`config.mk`:
```
export PLATFORM = sky130hd
export DESIGN_NAME = rbd_tier
export DESIGN_NICKNAME = d
export VERILOG_FILES = /design/src/rbd_pkg.sv /design/src/rbd_tier.sv
export SDC_FILE = /design/constraint.sdc
export NUM_CORES = 1
export LEC_CHECK = 0
export BUFFER_PORTS_ARGS = -buffer_cell sky130_fd_sc_hd__buf_2
export CORE_MARGIN = 2
export CORE_UTILIZATION = 35
export DETAILED_ROUTE_END_ITERATION = 8
export SKIP_CTS_REPAIR_TIMING = 1
export SLEW_MARGIN = 20
export SYNTH_ARGS = -nofsm -noshare
export SYNTH_HDL_FRONTEND = slang
export SYNTH_SLANG_ARGS = --single-unit
export TNS_END_PERCENT = 20
```
`constraint.sdc`:
```
create_clock -name clk -period 6.7 [get_ports clk]
set_input_delay 1.675 -clock clk [delete_from_list [all_inputs] [get_ports clk]]
set_output_delay 1.675 -clock clk [all_outputs]
set_load 0.1 [all_outputs]
```
`src/rbd_pkg.sv`:
```
package rbd_pkg;

    // Sizing
    localparam int MAX_WIDTH  = 4096;
    localparam int MAX_TIERS  = 3;
    localparam int STOP_SIZE  = 16;

    // Field widths
    localparam int DIM_W      = 13;
    localparam int CH_W       = 8;
    localparam int SUM_CH_W   = CH_W + 1;
    localparam int SUM_W      = 4 * SUM_CH_W;
    localparam int TIER_REG_W = 2;
    localparam int TIER_CNT_W = $clog2(MAX_TIERS + 1);

    // Line store address width, sized for the first (widest) tier
    localparam int LINE_AW    = $clog2(MAX_WIDTH / 2);

    // Configuration register indexes
    localparam int CFG_IDX_W  = 2;
    localparam logic [CFG_IDX_W-1:0] REG_SOURCE_WIDTH  = 2'd0;
    localparam logic [CFG_IDX_W-1:0] REG_SOURCE_HEIGHT = 2'd1;
    localparam logic [CFG_IDX_W-1:0] REG_QUALITY_TIER  = 2'd2;

    typedef logic [3:0][CH_W-1:0]     chan_t;
    typedef logic [3:0][SUM_CH_W-1:0] sum_t;

    // One pixel moving between tiers
    typedef struct packed {
        chan_t ch;
        logic  last;
    } pixel_t;

    // Static settings of one tier
    typedef struct packed {
        logic             active;
        logic             count_last;
        logic             restart;
        logic [DIM_W-1:0] w_in;
        logic [DIM_W-1:0] h_in;
        logic [DIM_W-1:0] w_out;
        logic [DIM_W-1:0] h_out;
    } tier_cfg_t;

    // Line store access of one tier
    typedef struct packed {
        logic               we;
        logic               re;
        logic [LINE_AW-1:0] addr;
        sum_t               wdata;
    } ram_req_t;

    // Image sizes at every tier and the number of halvings in use
    typedef struct packed {
        logic [MAX_TIERS:0][DIM_W-1:0] dim_w;
        logic [MAX_TIERS:0][DIM_W-1:0] dim_h;
        logic [TIER_CNT_W-1:0]         active;
    } plan_t;

    function automatic plan_t plan_tiers(input logic [DIM_W-1:0] w_reg,
                                         input logic [DIM_W-1:0] h_reg,
                                         input logic [TIER_REG_W-1:0] tier_reg);
        plan_t            p;
        logic [DIM_W-1:0] w;
        logic [DIM_W-1:0] h;
        int               tiers;
        int               n;
        logic             stop;
        // zero reads as one, width saturates
        w = w_reg;
        if (w_reg == '0)
            w = DIM_W'(1);
        else if (int'(w_reg) > MAX_WIDTH)
            w = DIM_W'(MAX_WIDTH);
        h = (h_reg == '0) ? DIM_W'(1) : h_reg;
        tiers = (int'(tier_reg) > MAX_TIERS) ? MAX_TIERS : int'(tier_reg);
        n = 0;
        stop = 1'b0;
        p.dim_w[0] = w;
        p.dim_h[0] = h;
        for (int s = 0; s < MAX_TIERS; s++) begin
            if (!stop && s < tiers && !(w <= STOP_SIZE && h <= STOP_SIZE)) begin
                w = ((w >> 1) == '0) ? DIM_W'(1) : (w >> 1);
                h = ((h >> 1) == '0) ? DIM_W'(1) : (h >> 1);
                n = s + 1;
            end else begin
                stop = 1'b1;
            end
            p.dim_w[s+1] = stop ? DIM_W'(1) : w;
            p.dim_h[s+1] = stop ? DIM_W'(1) : h;
        end
        p.active = TIER_CNT_W'(n);
        return p;
    endfunction

endpackage

```
`src/rbd_tier.sv`:
```
module rbd_tier
    import rbd_pkg::*;
(
    input  logic      clk,
    input  logic      rst_n,
    input  tier_cfg_t cfg,
    input  logic      in_valid,
    output logic      in_ready,
    input  pixel_t    in_pix,
    output logic      out_valid,
    input  logic      out_ready,
    output pixel_t    out_pix,
    output ram_req_t  ram_req,
    input  sum_t      ram_rdata
);

    logic [DIM_W-1:0] col_reg, col_next;
    logic [DIM_W-1:0] row_reg, row_next;
    chan_t            hold_reg;

    logic             mid_valid_reg;
    sum_t             mid_q_reg;
    logic [1:0]       mid_shift_reg;
    logic             mid_line_reg;
    logic             mid_last_reg;

    logic             out_valid_reg;
    pixel_t           out_pix_reg;

    logic             out_load, mid_load, entry_fire, counting;
    logic [DIM_W-1:0] x, y;
    logic             hpair, vpair, drop, take_hold, take_line;
    logic             emit, last;
    logic [1:0]       shift;
    sum_t             q;
    chan_t            res;

    // Handshake chain
    assign out_load   = !out_valid_reg || out_ready;
    assign mid_load   = !mid_valid_reg || out_load;
    assign in_ready   = mid_load;
    assign entry_fire = in_valid && mid_load;
    assign counting   = cfg.active || cfg.count_last;

    // Position within the tier's input image
    assign x         = col_reg >> 1;
    assign y         = row_reg >> 1;
    assign hpair     = cfg.w_in > DIM_W'(1);
    assign vpair     = cfg.h_in > DIM_W'(1);
    assign drop      = (x >= cfg.w_out) || (y >= cfg.h_out);
    assign take_hold = hpair && !col_reg[0];
    assign take_line = vpair && !row_reg[0];

    // Entry: horizontal pair sum and decisions
    always_comb
    begin
        for (int k = 0; k < 4; k++)
            q[k] = {1'b0, in_pix.ch[k]} + (hpair ? {1'b0, hold_reg[k]} : SUM_CH_W'(0));
        if (cfg.active) begin
            emit  = !drop && !take_hold && !take_line;
            last  = (((DIM_W+1)'(x) + (DIM_W+1)'(1)) == (DIM_W+1)'(cfg.w_out)) &&
                    (((DIM_W+1)'(y) + (DIM_W+1)'(1)) == (DIM_W+1)'(cfg.h_out));
            shift = {1'b0, hpair} + {1'b0, vpair};
        end else begin
            for (int k = 0; k < 4; k++)
                q[k] = {1'b0, in_pix.ch[k]};
            emit  = 1'b1;
            shift = 2'd0;
            if (cfg.count_last)
                last = (((DIM_W+1)'(col_reg) + (DIM_W+1)'(1)) == (DIM_W+1)'(cfg.w_in)) &&
                       (((DIM_W+1)'(row_reg) + (DIM_W+1)'(1)) == (DIM_W+1)'(cfg.h_in));
            else
                last = in_pix.last;
        end
    end

    // Line store: write on even rows, read on odd rows
    assign ram_req.we    = entry_fire && cfg.active && !drop && !take_hold && take_line;
    assign ram_req.re    = entry_fire && cfg.active && emit && vpair;
    assign ram_req.addr  = x[LINE_AW-1:0];
    assign ram_req.wdata = q;

    // Raster counters
    always_comb
    begin
        col_next = col_reg;
        row_next = row_reg;
        if (((DIM_W+1)'(col_reg) + (DIM_W+1)'(1)) >= (DIM_W+1)'(cfg.w_in)) begin
            col_next = '0;
            if (((DIM_W+1)'(row_reg) + (DIM_W+1)'(1)) >= (DIM_W+1)'(cfg.h_in))
                row_next = '0;
            else
                row_next = row_reg + DIM_W'(1);
        end else begin
            col_next = col_reg + DIM_W'(1);
        end
    end

    always_ff @(posedge clk or negedge rst_n)
    begin
        if (!rst_n) begin
            col_reg <= '0;
            row_reg <= '0;
        end else if (cfg.restart) begin
            col_reg <= '0;
            row_reg <= '0;
        end else if (entry_fire && counting) begin
            col_reg <= col_next;
            row_reg <= row_next;
        end
    end

    // Left pixel of a horizontal pair
    always_ff @(posedge clk)
    begin
        if (entry_fire && cfg.active && !drop && take_hold)
            hold_reg <= in_pix.ch;
    end

    // Middle register
    always_ff @(posedge clk or negedge rst_n)
    begin
        if (!rst_n)
            mid_valid_reg <= 1'b0;
        else if (mid_load)
            mid_valid_reg <= entry_fire && emit;
    end

    always_ff @(posedge clk)
    begin
        if (entry_fire && emit) begin
            mid_q_reg     <= q;
            mid_shift_reg <= shift;
            mid_line_reg  <= cfg.active && vpair;
            mid_last_reg  <= last;
        end
    end

    // Vertical sum and truncating average
    always_comb
    begin
        for (int k = 0; k < 4; k++)
            res[k] = CH_W'(({1'b0, mid_q_reg[k]} +
                     (mid_line_reg ? {1'b0, ram_rdata[k]} : (SUM_CH_W+1)'(0)))
                     >> mid_shift_reg);
    end

    // Output register
    always_ff @(posedge clk or negedge rst_n)
    begin
        if (!rst_n)
            out_valid_reg <= 1'b0;
        else if (out_load)
            out_valid_reg <= mid_valid_reg;
    end

    always_ff @(posedge clk)
    begin
        if (out_load && mid_valid_reg) begin
            out_pix_reg.ch   <= res;
            out_pix_reg.last <= mid_last_reg;
        end
    end

    assign out_valid = out_valid_reg;
    assign out_pix   = out_pix_reg;

    // Checks
    a_ram_one_access: assert property (@(posedge clk) disable iff (!rst_n)
        !(ram_req.we && ram_req.re))
        else $error("line store written and read in the same cycle");

    a_mid_hold: assert property (@(posedge clk) disable iff (!rst_n)
        mid_valid_reg && !out_load |=> mid_valid_reg && $stable(mid_q_reg))
        else $error("stalled middle stage lost its sum");

    a_pos_range: assert property (@(posedge clk) disable iff (!rst_n)
        counting |-> (col_reg < cfg.w_in) && (row_reg < cfg.h_in))
        else $error("raster position outside the tier image");

    a_pass_keeps: assert property (@(posedge clk) disable iff (!rst_n)
        entry_fire && !cfg.active && !cfg.count_last |=> mid_valid_reg)
        else $error("bypassed tier dropped a pixel");

endmodule
```
=== Word-level counts from Yosys, hierarchy flattened ===
Index checks and enable logic that the tools add are counted.

* Input bits: 128
* Bits in registers: 133
* Output and inout bits: 84
* Word-level logic and storage cells: 100

* Mux-type cells: 19
* Eq/ne operators: 4
* $lt $le $gt $ge: 6
* Add/sub/neg operators: 15
* Reductions and logical operators: 32
* Shifts and indexed selects: 4

{| class="wikitable"
|+ Operators with widths
! cell !! number
|-
| 13-bit two-way mux || 7
|-
| 9-bit by 9-bit adder with 10-bit output || 4
|-
| 10-bit by 2-bit >> shifter with 8-bit output || 4
|-
| 8-bit by 8-bit adder with 9-bit output || 4
|-
| 36-bit two-way mux || 1
|-
| 9-bit two-way mux || 4
|-
| 8-bit two-way mux || 4
|-
| 13-bit by 1-bit adder with 14-bit output, second input constant || 2
|-
| 14-bit by 13-bit equality test with 1-bit output || 2
|-
| 14-bit by 13-bit greater-or-equal comparator with 1-bit output || 2
|-
| 12-bit by 1-bit adder with 13-bit output, second input constant || 2
|-
| 13-bit by 1-bit adder with 13-bit output, second input constant || 2
|-
| 13-bit equality test || 2
|-
| 12-bit by 13-bit greater-or-equal comparator with 1-bit output || 2
|-
| 13-bit by 1-bit > comparator with 1-bit output, second input constant || 2
|-
| 1-bit logical AND || 18
|-
| 1-bit logical NOT || 7
|-
| 1-bit logical OR || 4
|-
| 2-bit nonzero test || 2
|-
| 1-bit two-way mux || 3
|-
| 1-bit by 1-bit adder with 2-bit output || 1
|-
| 2-bit AND reduction || 1
|}

=== Depth between registers and ports, before layout ===
* Depth after elaboration: 8
* Mapped depth: 15
* Depth with buffers taken out: 14

=== Worst setup path before layout ===
OpenSTA, ideal clock, no wires.

* Kind: input to output
* Start point: in cfg[50] (netlist name)
* End point: out ram_req[16] (netlist name)
* Cell stages on the path: 12
* Setup slack: -1136 ps
* Arrival: 6161 ps
* Cells stage by stage: nor4_1 -> nand3_1 -> clkbuf_1 -> and2_1 -> ha_1 -> a21o_1 -> a21oi_1 -> nor2b_1 -> o21a_1 -> o311ai_0 -> a21oi_1 -> o31ai_1

{| class="wikitable"
|+ RTL lines
! what !! line !! source
|-
| from (decl) || rbd_tier.sv:6 || <nowiki>input tier_cfg_t cfg,</nowiki>
|-
| to (decl) || rbd_tier.sv:13 || <nowiki>output ram_req_t ram_req,</nowiki>
|}

==> flow_summary.yaml <==
placed_design:
  post-place-ws_ps: 207
  place_area_mm2: 0.0133
  port_buffers: 211
  placed_cells: 1803
  dp_hpwl_mm: 24.3
  gp_congestion: 0.875
sta:
  min_period_ps: 6400
  timing.final.crit_share: 0.955
  rsz0062_at_grt: "false"
  worst_pin_slew_ps: 985
  slew_violations: 0
  slew_headroom: 0.342
  setup_viol: 0
  finalWorstSetupSlack_ps: 298
  fin_skew_ps: 12.4
  max_clock_freq_mhz: 156
  hold_viol: 0
  tns_ps: 0
logic_synthesis:
  synth_cells: 1195
  yosysSeqAreaShare: 0.338
  synth_cell_types: 70
  ys_seq_elements: 133
  syn_area_mm2: 0.0114
  synth_edf_count: 105
  synthFlopType: "edfxtp_1"
  synth_warnings: 0
  async_flop_share: 0.211
  synth_nets: 1454
  syn_avg_cell_area_um2: 9.54
power_and_ir_drop:
  total_power_uw: 3220
  switching_share: 0.389
  combinationalPowerShare: 0.379
  power_frac_seq: 0.319
  p_clk_frac: 0.303
  p_per_area_mw_per_mm2: 232
  ir_drop_uv: 151
  netSwitchingPower_uw: 1250
  power.internal_uw: 1970
  total_leakage_power_uw: 0.00623
critical_path:
  path_cells: "buf_2 > nor4_1 > nand3_1 > buf_12 > and2_1 > ha_1 > fa_1 > a21o_1 > a21oi_1 > o21bai_1 > a21oi_1 > o21ai_0 > a21oi_1 > nor2_1 > buf_2"
  reg2reg_depth: 11
  cp_top_family: "compound AO/OA/AOI/OAI gates"
  ff2ff_setup_slack_ps: 2610
  crit_cells: 15
  worstPathArrival_ps: 4730
  critical_path_buf_inv_count: 3
  cp-endpoint: "ram_req[26]"
  end_kind: "output pin"
  worstReg2RegStart: "col_reg[0]"
  worstSetupPathType: "primary input to output pin"
  cp-startpoint: "cfg[50]"
  start_kind: "primary input"
  cpMostUsedCell: "a21oi_1"
  crit_slowest_cell: "fa_1"
  worstReg2RegEnd: "row_reg[9]"
  cp.required_ps: 5030
  crit_fanout: 34
  cp_slowest_stage_delay_ps: 400
layout:
  fin_nets: 1640
  drive_above_1_share: 0.224
  stdcell_area_mm2: 0.0139
  area_growth_pct: 21.9
  largest_register_ff_count: 36
  fin_cells: 1838
clocking:
  cts_root_buf: "clkbuf_16"
  max-clock-path-buffers: 2
  cts_made_buffers: 17
  h-tree-depth: 4
  clk_latency_ps: 410
  clkTransAtPathRegs_ps: 60
  cts.sinks: 133
  cts_tree: "done"
run_status:
  status: "finished, final reports clean"
floorplanning:
  core_mm2: 0.0323
  rows: 66
  ioPinCount: 212
  die_area_mm2: 0.0340
  start_util: 0.353
  die_w_um: 184
  dieHeight_um: 184
routing:
  drc: 0
  vias: 9380
  wl_per_cell_um: 16.7
  drt_iter0_drc: 564
  firstDrtPassIters: 5
  wl_mm: 30.7
  vias_per_cell: 5.10
  final_antenna_net_count: 0
global_route:
  grt_pass1_wl_mm: 48.5
  antenna_found_initial: 3
  grt.overflow.total: 0
  grt_max_degree: 70
  grt_pass1_vias: 9006
  track_usage: 0.183
flow_run:
  cap_viol_max_count: 0
hold_path:
  hold_path_class: "flip-flop to flip-flop"
[per-stage QoR]
step,utilization,hold slack (ps)
finish,0.431,419
global placement,0.411,407
floorplan,-,400
global route,0.431,428
CTS,0.430,423
detailed placement,0.411,409
[cell type report]
class / count / area [um2]
fill: 3185 / 18400
multi-input combinational: 918 / 6980
sequential: 133 / 3850
timing repair buffer: 221 / 1570
tap: 442 / 553
clock buffer: 17 / 425
inverter: 90 / 338
clock inverter: 15 / 180
antenna: 2 / 5.00
[routing by layer]
| metal | track usage | up-vias | routed length [um] |
|---|---|---|---|
| met3 | 0.0332 | 28 | 1570 |
| met1 | 0.244 | 4414 | 14100 |
| met4 | 0.0483 | 2 | 414 |
| li1 | - | 4694 | - |
| met2 | 0.304 | 242 | 14600 |
| met5 | 0 | - | 8 |
[cells in the mapped netlist, types with 11 or more instances]
cell type | n | area (um2)
a21o_1 | 25 | 188
a21oi_1 | 77 | 385
and2_1 | 71 | 444
buf_4 | 14 | 105
clkbuf_1 | 24 | 90.1
dfrtp_1 | 28 | 701
edfxtp_1 | 105 | 3150
ha_1 | 123 | 1540
inv_1 | 89 | 334
mux2_2 | 25 | 282
mux2i_1 | 30 | 300
nand2_1 | 60 | 225
nand2b_1 | 12 | 75.1
nand3_1 | 19 | 95.1
nor2_1 | 73 | 274
nor2b_1 | 13 | 81.3
nor3_1 | 40 | 200
o21a_1 | 22 | 165
o21ai_0 | 45 | 225
o31ai_1 | 11 | 82.6
or3_1 | 11 | 68.8
xnor2_1 | 67 | 587
xor2_1 | 26 | 228
[worst min-delay path by stage]
| stage | start | to | slack, ps | cells past startpoint |
|---|---|---|---|---|
| 2_1_floorplan | mid_last_reg | out_pix[0] | 400 | 0 |
| 3_3_place_gp | mid_last_reg | out_pix[0] | 410 | 0 |
| 3_5_place_dp | mid_last_reg | out_pix[0] | 410 | 0 |
| 4_1_cts | mid_last_reg | out_pix[0] | 420 | 0 |
| 5_1_grt | mid_last_reg | out_pix[0] | 430 | 0 |
| 6_report | mid_last_reg | out_pix[0] | 420 | 0 |
[logic make-up (layout without fill, tap and decap cells)]
family | Yosys count | count (layout) | synth area share
AO/OA/AOI/OAI | 279 | 279 | 0.162
buffers and inverters | 144 | 343 | 0.0561
adder cells (fa/ha/maj) | 131 | 131 | 0.149
other | 0 | 2 | 0
flip-flops | 133 | 133 | 0.338
XOR/XNOR | 93 | 93 | 0.0714
AND/OR/NAND/NOR | 360 | 360 | 0.172
multiplexers | 55 | 55 | 0.0510
[power by group through the flow]
stage / Combinational [uW] / Clock [uW] / Sequential (uW)
after floorplan: 704 / 0 / 1230
after global placement: 1200 / 0 / 1050
after detailed placement: 1210 / 0 / 1050
after CTS: 1220 / 1000 / 1030
after global routing: 1310 / 1040 / 1030
final: 1220 / 975 / 1030
[cells in the final DEF (no fill, tap or decap), drive strengths merged, types with 12 or more instances in the layout]
master / count
inv: 93
nor3: 41
o21a: 23
nand2: 60
nand3: 19
nor2: 77
a21o: 25
and2: 71
ha: 123
xor2: 26
or3: 12
dfrtp: 28
a21oi: 78
o31ai: 13
edfxtp: 105
clkbuf: 17
nor2b: 13
nand4: 13
mux2: 25
buf: 221
mux2i: 30
nand2b: 12
xnor2: 67
o21ai: 57
Power figures use the tool's default switching activity.
